[config.mk]
export PLATFORM = sky130hd
export DESIGN_NAME = rgb_to_yuv420_planar_stream_core
export DESIGN_NICKNAME = d
export VERILOG_FILES = /design/src/hdl/ryuv_pkg.sv /design/src/hdl/ryuv_front.sv /design/src/hdl/ryuv_fifo.sv /design/src/hdl/ryuv_back.sv /design/src/hdl/rgb_to_yuv420_planar_stream_core.sv
export VERILOG_INCLUDE_DIRS = /design/src /design/src/hdl
export SDC_FILE = /design/constraint.sdc
export NUM_CORES = 1
export LEC_CHECK = 0
export ABC_AREA = 1
export CORE_ASPECT_RATIO = 1.2
export CORE_MARGIN = 4
export CORE_UTILIZATION = 55
export CTS_CLUSTER_SIZE = 28
export DETAILED_ROUTE_END_ITERATION = 8
export DONT_BUFFER_PORTS = 1
export PLACE_DENSITY = 0.73
export SYNTH_ARGS = -nofsm -noshare
export SYNTH_HDL_FRONTEND = slang
export SYNTH_SLANG_ARGS = --single-unit
[constraint.sdc]
create_clock -name i_clk -period 7.87 [get_ports i_clk]
set_input_delay 0.787 -clock i_clk [delete_from_list [all_inputs] [get_ports i_clk]]
set_output_delay 0.787 -clock i_clk [all_outputs]
set_load 0.05 [all_outputs]
[src/hdl/rgb_to_yuv420_planar_stream_core_defines.svh]
// Assertion macros shared by the RGB to YUV 4:2:0 stream core.
// Depends on nothing; included by the top level only.
`ifndef RGB_TO_YUV420_PLANAR_STREAM_CORE_DEFINES_SVH
`define RGB_TO_YUV420_PLANAR_STREAM_CORE_DEFINES_SVH

// Same-cycle implication, disabled while reset is low.
`define RYUV_ASSERT_NOW(label, clk, rst_n, ante, cons, msg) \
    label: assert property (@(posedge clk) disable iff (!rst_n) (ante) |-> (cons)) \
        else $error(msg);

// Next-cycle implication, disabled while reset is low.
`define RYUV_ASSERT_NEXT(label, clk, rst_n, ante, cons, msg) \
    label: assert property (@(posedge clk) disable iff (!rst_n) (ante) |=> (cons)) \
        else $error(msg);

`endif

[src/hdl/ryuv_pkg.sv]
// Shared types and constants for the RGB to YUV 4:2:0 stream core.
// No dependencies; used by every module of the block.
package ryuv_pkg;

    localparam int CFG_W     = 13;
    localparam int COUNT_W   = 12;
    localparam int LUMA_W    = 24;
    localparam int OFF_W     = 25;
    localparam int PIX_W     = 8;
    localparam int PLANE_W   = 2;

    localparam logic [CFG_W-1:0] MAX_WIDTH     = 13'd4096;
    localparam logic [CFG_W-1:0] MAX_HEIGHT    = 13'd4096;
    localparam logic [CFG_W-1:0] MIN_WIDTH     = 13'd2;
    localparam logic [CFG_W-1:0] MIN_HEIGHT    = 13'd1;
    localparam logic [CFG_W-1:0] RESET_WIDTH   = 13'd640;
    localparam logic [CFG_W-1:0] RESET_HEIGHT  = 13'd480;

    // Register indexes on the configuration port
    localparam logic REG_FRAME_WIDTH  = 1'b0;
    localparam logic REG_FRAME_HEIGHT = 1'b1;

    // Plane codes
    localparam logic [PLANE_W-1:0] PLANE_Y = 2'd0;
    localparam logic [PLANE_W-1:0] PLANE_U = 2'd1;
    localparam logic [PLANE_W-1:0] PLANE_V = 2'd2;

    localparam int FIFO_DEPTH = 4;
    localparam int FIFO_PTR_W = $clog2(FIFO_DEPTH);
    localparam int FIFO_CNT_W = $clog2(FIFO_DEPTH + 1);

    // One converted pixel waiting for the back end
    typedef struct packed {
        logic [LUMA_W-1:0] luma_off;
        logic [OFF_W-1:0]  u_off;
        logic [OFF_W-1:0]  v_off;
        logic [PIX_W-1:0]  y;
        logic [PIX_W-1:0]  u;
        logic [PIX_W-1:0]  v;
        logic              chroma;
        logic              eof;
    } t_job;

    typedef struct packed {
        logic empty;
        logic full;
    } t_qstat;

endpackage

[src/hdl/ryuv_front.sv]
// Front end: configuration registers, raster position, offsets and color math.
// Depends on ryuv_pkg; produces one job per accepted pixel.
module ryuv_front (
    input  logic                              i_clk,
    input  logic                              i_rst_n,
    input  logic                              i_cfg_we,
    input  logic                              i_cfg_index,
    input  logic [ryuv_pkg::CFG_W-1:0]        i_cfg_data,
    input  logic                              i_accept,
    input  logic [ryuv_pkg::PIX_W-1:0]        i_red,
    input  logic [ryuv_pkg::PIX_W-1:0]        i_green,
    input  logic [ryuv_pkg::PIX_W-1:0]        i_blue,
    output ryuv_pkg::t_job                    o_job
);

    logic [ryuv_pkg::CFG_W-1:0]   r_cfg_w, r_cfg_h;
    logic [ryuv_pkg::COUNT_W-1:0] r_col, r_line, n_col, n_line;
    logic [ryuv_pkg::LUMA_W-1:0]  r_luma, n_luma;
    logic [ryuv_pkg::OFF_W-1:0]   r_u_off, r_v_off;

    logic [ryuv_pkg::CFG_W-1:0]   w_even, eff_w, h_raw, eff_h;
    logic [2*ryuv_pkg::CFG_W-1:0] prod;
    logic [ryuv_pkg::OFF_W-1:0]   frame_size, v_base, cur_u, cur_v;
    logic [ryuv_pkg::CFG_W-1:0]   col_inc, line_inc;
    logic                         frame_start, wrap_col, eof, chroma;
    logic [15:0]                  y_sum, u_sum, v_sum;
    logic [15:0]                  r16, g16, b16;

    always_ff @(posedge i_clk) begin
        if (!i_rst_n) begin
            r_cfg_w <= ryuv_pkg::RESET_WIDTH;
            r_cfg_h <= ryuv_pkg::RESET_HEIGHT;
        end else if (i_cfg_we) begin
            case (i_cfg_index)
                ryuv_pkg::REG_FRAME_WIDTH:  r_cfg_w <= i_cfg_data;
                ryuv_pkg::REG_FRAME_HEIGHT: r_cfg_h <= i_cfg_data;
                default: ;
            endcase
        end
    end

    always_comb begin
        w_even = {r_cfg_w[ryuv_pkg::CFG_W-1:1], 1'b0};
        if (w_even < ryuv_pkg::MIN_WIDTH)
            eff_w = ryuv_pkg::MIN_WIDTH;
        else if (w_even > ryuv_pkg::MAX_WIDTH)
            eff_w = ryuv_pkg::MAX_WIDTH;
        else
            eff_w = w_even;

        h_raw = r_cfg_h;
        if (h_raw < ryuv_pkg::MIN_HEIGHT)
            eff_h = ryuv_pkg::MIN_HEIGHT;
        else if (h_raw > ryuv_pkg::MAX_HEIGHT)
            eff_h = ryuv_pkg::MAX_HEIGHT;
        else
            eff_h = h_raw;

        prod       = (2*ryuv_pkg::CFG_W)'(eff_w) * (2*ryuv_pkg::CFG_W)'(eff_h);
        frame_size = prod[ryuv_pkg::OFF_W-1:0];
        v_base     = frame_size + {2'b00, frame_size[ryuv_pkg::OFF_W-1:2]};

        // Chroma bases reload on the first pixel of a frame
        frame_start = (r_col == '0) && (r_line == '0);
        cur_u = frame_start ? frame_size : r_u_off;
        cur_v = frame_start ? v_base : r_v_off;

        col_inc  = {1'b0, r_col} + ryuv_pkg::CFG_W'(1);
        line_inc = {1'b0, r_line} + ryuv_pkg::CFG_W'(1);
        wrap_col = (col_inc >= eff_w);
        eof      = wrap_col && (line_inc >= eff_h);
        chroma   = !r_col[0] && !r_line[0];

        n_col  = wrap_col ? '0 : col_inc[ryuv_pkg::COUNT_W-1:0];
        n_line = eof ? '0 : (wrap_col ? line_inc[ryuv_pkg::COUNT_W-1:0] : r_line);
        n_luma = eof ? '0 : r_luma + ryuv_pkg::LUMA_W'(1);

        r16 = {8'd0, i_red};
        g16 = {8'd0, i_green};
        b16 = {8'd0, i_blue};
        // Sums stay in range, so 16-bit modular math is exact; U and V carry a 128*256 bias
        y_sum = r16 * 16'd66 + g16 * 16'd129 + b16 * 16'd25;
        u_sum = 16'd32768 + b16 * 16'd112 - r16 * 16'd38 - g16 * 16'd74;
        v_sum = 16'd32768 + r16 * 16'd112 - g16 * 16'd94 - b16 * 16'd18;

        o_job.luma_off = r_luma;
        o_job.u_off    = cur_u;
        o_job.v_off    = cur_v;
        o_job.y        = y_sum[15:8] + 8'd16;
        o_job.u        = u_sum[15:8];
        o_job.v        = v_sum[15:8];
        o_job.chroma   = chroma;
        o_job.eof      = eof;
    end

    always_ff @(posedge i_clk) begin
        if (!i_rst_n) begin
            r_col  <= '0;
            r_line <= '0;
            r_luma <= '0;
        end else if (i_accept) begin
            r_col  <= n_col;
            r_line <= n_line;
            r_luma <= n_luma;
        end
    end

    always_ff @(posedge i_clk) begin
        if (i_accept && chroma) begin
            r_u_off <= cur_u + ryuv_pkg::OFF_W'(1);
            r_v_off <= cur_v + ryuv_pkg::OFF_W'(1);
        end
    end

endmodule

[src/hdl/ryuv_fifo.sv]
// Short job queue between the front end and the back end.
// Depends on ryuv_pkg for the job type and depth.
module ryuv_fifo (
    input  logic            i_clk,
    input  logic            i_rst_n,
    input  logic            i_push,
    input  ryuv_pkg::t_job  i_job,
    input  logic            i_pop,
    output ryuv_pkg::t_job  o_job,
    output ryuv_pkg::t_qstat o_stat
);

    ryuv_pkg::t_job                   r_mem [ryuv_pkg::FIFO_DEPTH];
    logic [ryuv_pkg::FIFO_PTR_W-1:0]  r_wr_ptr, r_rd_ptr;
    logic [ryuv_pkg::FIFO_CNT_W-1:0]  r_count;
    logic                             do_push, do_pop;

    always_comb begin
        o_stat.empty = (r_count == '0);
        o_stat.full  = (r_count == ryuv_pkg::FIFO_CNT_W'(ryuv_pkg::FIFO_DEPTH));
        do_push      = i_push && !o_stat.full;
        do_pop       = i_pop && !o_stat.empty;
        o_job        = r_mem[r_rd_ptr];
    end

    always_ff @(posedge i_clk) begin
        if (do_push) begin
            r_mem[r_wr_ptr] <= i_job;
        end
    end

    always_ff @(posedge i_clk) begin
        if (!i_rst_n) begin
            r_wr_ptr <= '0;
            r_rd_ptr <= '0;
            r_count  <= '0;
        end else begin
            if (do_push)
                r_wr_ptr <= r_wr_ptr + ryuv_pkg::FIFO_PTR_W'(1);
            if (do_pop)
                r_rd_ptr <= r_rd_ptr + ryuv_pkg::FIFO_PTR_W'(1);
            if (do_push && !do_pop)
                r_count <= r_count + ryuv_pkg::FIFO_CNT_W'(1);
            else if (do_pop && !do_push)
                r_count <= r_count - ryuv_pkg::FIFO_CNT_W'(1);
        end
    end

endmodule

[src/hdl/ryuv_back.sv]
// Back end: splits each job into a Y result, plus U and V results for a chroma pixel, into a registered output stage.
// Depends on ryuv_pkg for the job type and plane codes.
module ryuv_back (
    input  logic                           i_clk,
    input  logic                           i_rst_n,
    input  ryuv_pkg::t_job                 i_job,
    input  ryuv_pkg::t_qstat               i_qstat,
    output logic                           o_q_pop,
    input  logic                           i_pop,
    output logic                           o_valid,
    output logic [ryuv_pkg::PLANE_W-1:0]   o_plane,
    output logic [ryuv_pkg::OFF_W-1:0]     o_byte_offset,
    output logic [ryuv_pkg::PIX_W-1:0]     o_sample,
    output logic                           o_last_of_run,
    output logic                           o_end_of_frame
);

    localparam logic [1:0] PH_Y = 2'd0;
    localparam logic [1:0] PH_U = 2'd1;
    localparam logic [1:0] PH_V = 2'd2;

    logic [1:0]                     r_phase, n_phase;
    logic                           r_valid;
    logic [ryuv_pkg::PLANE_W-1:0]   r_plane, n_plane;
    logic [ryuv_pkg::OFF_W-1:0]     r_off, n_off;
    logic [ryuv_pkg::PIX_W-1:0]     r_sample, n_sample;
    logic                           r_last, n_last, r_eof, n_eof;
    logic                           out_free, emit, last_phase;

    always_comb begin
        out_free = !r_valid || i_pop;
        emit     = !i_qstat.empty && out_free;

        n_plane  = ryuv_pkg::PLANE_Y;
        n_off    = {1'b0, i_job.luma_off};
        n_sample = i_job.y;
        n_last   = !i_job.chroma;
        n_eof    = !i_job.chroma && i_job.eof;
        last_phase = !i_job.chroma;
        n_phase  = PH_U;
        case (r_phase)
            PH_Y: begin
                n_phase = i_job.chroma ? PH_U : PH_Y;
            end
            PH_U: begin
                n_plane    = ryuv_pkg::PLANE_U;
                n_off      = i_job.u_off;
                n_sample   = i_job.u;
                n_last     = 1'b0;
                n_eof      = 1'b0;
                last_phase = 1'b0;
                n_phase    = PH_V;
            end
            PH_V: begin
                n_plane    = ryuv_pkg::PLANE_V;
                n_off      = i_job.v_off;
                n_sample   = i_job.v;
                n_last     = 1'b1;
                n_eof      = i_job.eof;
                last_phase = 1'b1;
                n_phase    = PH_Y;
            end
            default: begin
                n_phase    = PH_Y;
            end
        endcase
        // Drop the job from the queue once its final result is loaded
        o_q_pop = emit && last_phase;
    end

    always_ff @(posedge i_clk) begin
        if (!i_rst_n) begin
            r_phase <= PH_Y;
            r_valid <= 1'b0;
        end else begin
            if (emit) begin
                r_phase <= n_phase;
                r_valid <= 1'b1;
            end else if (i_pop) begin
                r_valid <= 1'b0;
            end
        end
    end

    always_ff @(posedge i_clk) begin
        if (emit) begin
            r_plane  <= n_plane;
            r_off    <= n_off;
            r_sample <= n_sample;
            r_last   <= n_last;
            r_eof    <= n_eof;
        end
    end

    assign o_valid        = r_valid;
    assign o_plane        = r_plane;
    assign o_byte_offset  = r_off;
    assign o_sample       = r_sample;
    assign o_last_of_run  = r_last;
    assign o_end_of_frame = r_eof;

endmodule

[src/hdl/rgb_to_yuv420_planar_stream_core.sv]
// Top level of the RGB24 to planar YUV 4:2:0 stream core.
// Depends on ryuv_pkg, ryuv_front, ryuv_fifo, ryuv_back and the defines header.
//
//  Channel   Handshake          Payload
//  pixel     push / full        i_red, i_green, i_blue
//  result    empty / pop        o_plane, o_byte_offset, o_sample, o_last_of_run,
//                               o_end_of_frame
//  config    i_cfg_we           i_cfg_index, i_cfg_data
//
// A pixel is taken every cycle while the four-entry job queue has room.
// The output stage sends one result a cycle while the result side keeps popping:
// a Y result for a luma-only pixel, Y, U and V results for a chroma pixel.
// A taken pixel is registered in the job queue, then its first result in the output stage.
// Synchronous reset clears position counters, queue and output stage.
// A stall on the result side fills the queue, then raises full.
`include "rgb_to_yuv420_planar_stream_core_defines.svh"

module rgb_to_yuv420_planar_stream_core (
    input  logic                           i_clk,
    input  logic                           i_rst_n,
    input  logic                           i_cfg_we,
    input  logic                           i_cfg_index,
    input  logic [ryuv_pkg::CFG_W-1:0]     i_cfg_data,
    input  logic                           push,
    output logic                           full,
    input  logic [ryuv_pkg::PIX_W-1:0]     i_red,
    input  logic [ryuv_pkg::PIX_W-1:0]     i_green,
    input  logic [ryuv_pkg::PIX_W-1:0]     i_blue,
    output logic                           empty,
    input  logic                           pop,
    output logic [ryuv_pkg::PLANE_W-1:0]   o_plane,
    output logic [ryuv_pkg::OFF_W-1:0]     o_byte_offset,
    output logic [ryuv_pkg::PIX_W-1:0]     o_sample,
    output logic                           o_last_of_run,
    output logic                           o_end_of_frame
);

    ryuv_pkg::t_job   front_job, queue_job;
    ryuv_pkg::t_qstat qstat;
    logic             accept, q_pop, out_valid;

    assign accept = push && !qstat.full;
    assign full   = qstat.full;
    assign empty  = !out_valid;

    ryuv_front u_front (
        .i_clk       (i_clk),
        .i_rst_n     (i_rst_n),
        .i_cfg_we    (i_cfg_we),
        .i_cfg_index (i_cfg_index),
        .i_cfg_data  (i_cfg_data),
        .i_accept    (accept),
        .i_red       (i_red),
        .i_green     (i_green),
        .i_blue      (i_blue),
        .o_job       (front_job)
    );

    ryuv_fifo u_fifo (
        .i_clk   (i_clk),
        .i_rst_n (i_rst_n),
        .i_push  (accept),
        .i_job   (front_job),
        .i_pop   (q_pop),
        .o_job   (queue_job),
        .o_stat  (qstat)
    );

    ryuv_back u_back (
        .i_clk          (i_clk),
        .i_rst_n        (i_rst_n),
        .i_job          (queue_job),
        .i_qstat        (qstat),
        .o_q_pop        (q_pop),
        .i_pop          (pop),
        .o_valid        (out_valid),
        .o_plane        (o_plane),
        .o_byte_offset  (o_byte_offset),
        .o_sample       (o_sample),
        .o_last_of_run  (o_last_of_run),
        .o_end_of_frame (o_end_of_frame)
    );

    `RYUV_ASSERT_NEXT(a_u_then_v, i_clk, i_rst_n,
        (!empty && pop && o_plane == ryuv_pkg::PLANE_U),
        (!empty && o_plane == ryuv_pkg::PLANE_V), "V result did not follow U")
    `RYUV_ASSERT_NEXT(a_y_then_u, i_clk, i_rst_n,
        (!empty && pop && o_plane == ryuv_pkg::PLANE_Y && !o_last_of_run),
        (!empty && o_plane == ryuv_pkg::PLANE_U), "U result did not follow chroma Y")
    `RYUV_ASSERT_NOW(a_eof_is_last, i_clk, i_rst_n,
        (!empty && o_end_of_frame), o_last_of_run, "end of frame on a non-final result")

endmodule

# Word level (Yosys, flattened, before mapping)
# Memory sizes are Yosys's and may differ from the RTL's. A register that Yosys moved wholly into a read port is not among the register bits.
# Cells that the tools add are included.
# op_classes
bitwise	1
n_eq_ne	3
add_sub_neg	19
reduce_logical	31
order_cmp	6
muxes	25
multipliers	10
# ops
op	n
2-to-1 mux 13 bit	4
adder 25 x 1 -> 25 bit, second input constant	2
2-to-1 mux 25 bit	2
one-hot mux 25 bit (2 select lines)	1
multiplier 8 x 6 -> 14 bit, second input constant	3
2-to-1 mux 12 bit	3
adder 16 x 15 -> 16 bit, first input constant	2
subtractor 16 x 15 -> 16 bit	2
adder 12 x 1 -> 13 bit, second input constant	2
greater-or-equal comparator 13 bit	2
> comparator 13 bit, second input constant	2
multiplier 8 x 5 -> 13 bit, second input constant	2
adder 25 x 23 -> 25 bit	1
multiplier 13 x 13 -> 25 bit	1
adder 24 x 1 -> 24 bit, second input constant	1
zero test 12 bit	2
2-to-1 mux 24 bit	1
multiplier 8 x 3 -> 11 bit, second input constant	2
adder 15 x 16 -> 16 bit	1
adder 16 x 13 -> 16 bit	1
multiplier 8 x 8 -> 16 bit, second input constant	1
one-hot mux 8 bit (2 select lines)	1
subtractor 16 x 13 -> 16 bit	1
subtractor 16 x 14 -> 16 bit	1
23 further kinds	54
# word_totals
n_memories	1
mem_bits_rw	400
ff_bits	171
input_bits	43
# mem_list
memory	words	width	read_ports	rd_clocked_by_memory_dff	write_ports	line_no	source
u_fifo.r_mem	4	100	1	1	1	ryuv_fifo.sv:13	ryuv_pkg::t_job r_mem [ryuv_pkg::FIFO_DEPTH];

# Depth between registers and ports, before layout
# depth
word_depth	8
ltp_mapped	43
mapped_depth_nobuf	42

# Hierarchy
# A second synthesis with hierarchy kept.
# hier_totals
hier_cells	3950
area_unflattened_um2	37885.1
# by_module_without_submodules
mod	cells_per_inst	n_inst	seq_area_each_um2	area_each_um2
ryuv_front	2697	1	2962.8	20465.9
ryuv_fifo	1037	1	12191.7	15449.8
ryuv_back	213	1	1171.1	1955.6
rgb_to_yuv420_planar_stream_core	3	1	0.0	13.8

# Least setup slack after synthesis
# No wires, ideal clock.
# synth_path
path_type	register -> register
start	reg u_front.r_cfg_h, in the netlist u_front.h_raw[0]
end	reg u_front.r_v_off[24] (netlist bit) (data pin)
path_stages_with_launch	40
t_arrival_ps	7284
setup_slack_ps	337
synth_period_minus_slack_ps	7533
cell_sequence	dfxtp_1 > nor4_1 > nand3_1 > nand2_1 > clkbuf_1 > nand2_1 > inv_1 > nand2_1 > fa_1 > fa_1 > inv_1 > fa_1 > fa_1 > inv_1 > fa_1 > inv_1 > ha_1 > nand2_1 > [... 4 more ...] > o211ai_1 > and2_1 > ha_1 > nand2_1 > nor2_1 > inv_1 > nor2_1 > nand4_1 > nand3_1 > xnor2_1 > nand2_1 > nand2_1 > nor2_1 > nand4_2 > nor2_2 > nand3_1 > nand2_1 > inv_1
# synth_between
elab_chain_cells	7
elab_cells_between_ends	8
cone_classes	add/sub (2); mul (1); order compare (2); mux (3)
# synth_lines
item	line_no	source
start: declaration	ryuv_front.sv:16	logic [ryuv_pkg::CFG_W-1:0] r_cfg_w, r_cfg_h;
start signal: assignment	ryuv_front.sv:32	r_cfg_h <= ryuv_pkg::RESET_HEIGHT;
start signal: assignment	ryuv_front.sv:36	ryuv_pkg::REG_FRAME_HEIGHT: r_cfg_h <= i_cfg_data;
> comparator 13 bit	ryuv_front.sv:54	else if (h_raw > ryuv_pkg::MAX_HEIGHT)
2-to-1 mux 13 bit	ryuv_front.sv:54	
2-to-1 mux 13 bit (*)	ryuv_front.sv:52	if (h_raw < ryuv_pkg::MIN_HEIGHT)
multiplier 13 x 13 -> 25 bit (*)	ryuv_front.sv:59	prod = (2*ryuv_pkg::CFG_W)'(eff_w) * (2*ryuv_pkg::CFG_W)'(eff_h);
adder 25 x 23 -> 25 bit (*)	ryuv_front.sv:61	v_base = frame_size + {2'b00, frame_size[ryuv_pkg::OFF_W-1:2]};
2-to-1 mux 25 bit (*)	ryuv_front.sv:66	cur_v = frame_start ? v_base : r_v_off;
adder 25 x 1 -> 25 bit (*)	ryuv_front.sv:111	r_v_off <= cur_v + ryuv_pkg::OFF_W'(1);
end signal: assignment	ryuv_front.sv:111	
end: declaration	ryuv_front.sv:19	logic [ryuv_pkg::OFF_W-1:0] r_u_off, r_v_off;
# Every way passes the cells marked *; elsewhere a longest branch is shown, timed or not.
# A chain may end at the register's enable or synchronous reset.

# Worst setup path after layout
# layout_path
start	reg u_front.r_cfg_w[5] (netlist bit)
end	reg u_front.r_v_off[24] (netlist bit) (data pin)
# layout_between
elab_chain_cells	7
elab_cells_between_ends	8
cone_classes	add/sub (2); mul (1); order compare (2); mux (3)
# layout_lines
item	line_no	source
start: declaration	ryuv_front.sv:16	
start signal: assignment	ryuv_front.sv:31	r_cfg_w <= ryuv_pkg::RESET_WIDTH;
start signal: assignment	ryuv_front.sv:35	ryuv_pkg::REG_FRAME_WIDTH: r_cfg_w <= i_cfg_data;
> comparator 13 bit	ryuv_front.sv:46	else if (w_even > ryuv_pkg::MAX_WIDTH)
2-to-1 mux 13 bit	ryuv_front.sv:46	
2-to-1 mux 13 bit (*)	ryuv_front.sv:44	if (w_even < ryuv_pkg::MIN_WIDTH)
multiplier 13 x 13 -> 25 bit (*)	ryuv_front.sv:59	
adder 25 x 23 -> 25 bit (*)	ryuv_front.sv:61	
2-to-1 mux 25 bit (*)	ryuv_front.sv:66	
adder 25 x 1 -> 25 bit (*)	ryuv_front.sv:111	
# Marked as above.

==> impl_metrics.yaml <==
outcome:
  run_status: "finished clean"
worst_setup_path:
  critPathMostFrequentCell: "nand2_1"
  worst_path_max_delay_cell: "fa_1"
  cp_slowest_stage_delay_ns: 0.56
  crit_required_ns: 8.23
  end_kind: "flip-flop"
  reg2reg_slack_ns: 0.29
  rr_endpoint: "u_front.r_v_off[24]"
  r2r_start: "u_front.r_cfg_w[5]"
  reg2regPathDepth: 41
  crit_arrival_ns: 7.94
  path_class: "reg -> reg"
  worstPathMaxFanout: 6
  startpoint: "u_front.r_cfg_w[5]"
  start_kind: "flip-flop"
final_layout:
  areaGrowthSynthToFinish_pct: 11.30
  antenna_cells: 0
  design_area_mm2: 0.04166
  final_util: 0.6193
  fin_nets: 4573
  instances_no_fill: 4966
  final_layout_size_suffix_gt1_frac: 0.1065
cts:
  ctsHoldBuffers: 0
  numClockSinks: 572
  ctsLongestPathBuffers: 3
  clkLatencyLatePin_ns: 0.62
  cts_inserted_buffers: 56
  clkTransAtPathRegs_ns: 0.06
  cts_tree: "done"
  root_buffer: "clkbuf_16"
  h-tree-depth: 2
placed_design:
  gp_congestion: 0.9705
  placedInstanceArea_mm2: 0.03910
  pre_cts_slack_ns: 0.001500
  place_inst: 4837
  dp_hpwl_mm: 65.65
  port_buffers: 0
synthesis:
  synth_fp_nets: 4481
  async_flop_share: 0
  synth_compound_area_frac: 0.09403
  synth_top_area_share: 0.3907
  syn_inst: 3926
  synth_top_family_by_area: "adder cells"
  yosys.area.top_type: "edfxtp_1"
  ys_seq_area_frac: 0.4362
  synth_mux_area_frac: 0
  yosys.cell_types.count: 58
  synth_edf_count: 487
  yosys.area_share.simple: 0.1520
  synthFlopType: "edfxtp_1"
  synth_area_leaders: "edfxtp_1 39%, fa_1 11%, ha_1 10%, nand2_1 6.0%, inv_1 5.8%"
  synth_most_common_cell: "nand2_1"
  synth-xor-area-share: 0.03533
  yosys_warnings: 0
  synthAdderAreaFrac: 0.2109
  ys_seq_elements: 572
  synth_common_cells: "597 x nand2_1, 581 x inv_1, 498 x nor2_1, 487 x edfxtp_1, 314 x ha_1"
  syn_area_per_cell_um2: 9.534
  syn_area_mm2: 0.03743
global_routing:
  first_global_vias: 27459
  grt_pass1_wl_mm: 143.3
  grt_max_degree: 91
  track_usage: 0.2489
  antenna_found_initial: 1
  grt-ovfl-total: 0
detailed_routing:
  routed-wl-met2_mm: 46.41
  vias: 27648
  drt_first_pass_iters: 5
  routed_wl_mm: 91.80
  dr_wl_met3_mm: 5.149
  wl_per_cell_um: 18.49
  wl_met1_mm: 36.80
  highest_layer: "met4"
  drc: 0
  drt_iter0_markers: 1880
  postRouteAntennaNets: 0
  via_per_inst: 5.567
timing:
  maxSlewViolCount: 0
  maxSlewHeadroom: 0.3124
  period_needed_ns: 7.582
  tightest_slew_ns: 1.029
  skew_ns: 0.02906
  timing.final.crit_share: 0.9634
  hold_viol_final: 0
  fmax_mhz: 131.9
  whs_ns: 0.3048
  timing.final.ws_setup_ns: 0.2884
  setup_viol: 0
worst_hold_path:
  holdPathStages: 2
  hp-class: "in -> reg"
  holdCritStartpoint: "i_cfg_data[7]"
  min_to: "u_front.h_raw[7]"
floorplanning:
  num_io_pins: 82
  initial_core_util: 0.5564
  fp.coreArea_mm2: 0.06727
  dieArea_mm2: 0.07231
  die_x_um: 246.1
  die_h_um: 293.8
  row_count: 104
power_and_ir_drop:
  total_leakage_power_nw: 18.22
  power.density_mw_per_mm2: 429.1
  peakVddDrop_uv: 414.0
job:
  maxCapViolations: 0
[cells by family after synthesis]
kind of cell / after synthesis
simple gates: 1349
flops: 572
xor+xnor: 151
compound gates: 634
fa+ha+maj: 512
buf+inv: 708
[flip-flops by register name, summed over array words and instances (netlist names), named ones only]
signal                 count
u_front.r_v_off           25
u_front.h_raw             13
u_fifo.r_mem             400
u_fifo.r_count             3
u_back.r_phase             2
u_front.r_col             12
u_front.r_luma            24
u_fifo.r_rd_ptr            2
u_back.o_valid             1
u_back.o_last_of_run       1
u_fifo.r_wr_ptr            2
u_back.o_byte_offset      25
u_front.r_u_off           25
u_back.o_plane             2
u_front.r_cfg_w           12
u_front.r_line            12
u_back.o_sample            8
u_back.o_end_of_frame      1
[worst max-delay path: cells and delay by family, from the launching register on]
family / cells / cell delay, ns
compound gates: 1 / 0.19
buf+inv: 11 / 1.11
xor+xnor: 1 / 0.10
simple gates: 21 / 2.49
fa+ha+maj: 7 / 3.11
flops: 1 / 0.32
[cells in the final DEF, fill, tap and decap left out, types with 56 or more instances in the layout]
cell,netlist,layout
o22ai_1,99,98
dfxtp_1,85,83
ha_1,314,295
nor2_1,498,471
xor2_1,101,100
nand2_1,597,579
inv_1,581,568
nand3_1,103,99
buf_4,1,141
clkbuf_16,0,56
fa_1,198,196
o21ai_0,281,275
edfxtp_1,487,487
a21oi_1,154,138
[per-layer routing]
metal  GRT usage  vias to the layer above
met5           0                        -
met3     0.03554                      211
met1      0.3093                    13341
li1            -                    13218
met4     0.09550                        0
met2      0.4411                      878
[power by group]
part           total (mW)  switching [mW]  internal (mW)  leakage (nW)
Combinational        9.44            6.10           3.34          12.1
Clock                2.70            1.15           1.55         0.903
Sequential           5.74           0.574           5.16          5.25
Total                17.9            7.83           10.0          18.2
[through the flow]
step | power (mW) | setup TNS, ns
after floorplan | 11.53 | 0
after global placement | 14.29 | 0
after detailed placement | 14.49 | 0
after CTS | 17.23 | 0
after global routing | 19.12 | -1.672
final | 17.87 | 0
[worst max-delay path by stage]
stage / slack, ns / end
2_1_floorplan: 0.34 / u_front.r_v_off[24]
3_3_place_gp: 0.17 / u_front.r_v_off[23]
3_5_place_dp: 0.002 / u_front.r_v_off[23]
4_1_cts: 0.06 / u_front.r_v_off[22]
5_1_grt: -0.22 / u_front.r_v_off[24]
6_report: 0.29 / u_front.r_v_off[24]
[what timing repair did]
item                       4_1_cts  5_1_grt
pin swaps                        0       30
hold endpoints to repair         0        0
setup endpoints to repair        3       41
resized for setup                2      130
gates cloned                     0        3
setup buffers                    0       21
[cell type report]
| type | instances | area, µm² |
|---|---|---|
| repair inverters | 1 | 5.005 |
| multi-input cells | 2648 | 18990 |
| clock buffers | 75 | 1504 |
| well taps | 901 | 1127 |
| flip-flops and latches | 572 | 16330 |
| fillers | 5501 | 25610 |
| clock inverters | 30 | 349.1 |
| repair buffers | 143 | 1090 |
| inverters | 596 | 2260 |
Power figures use the tool's default switching activity.
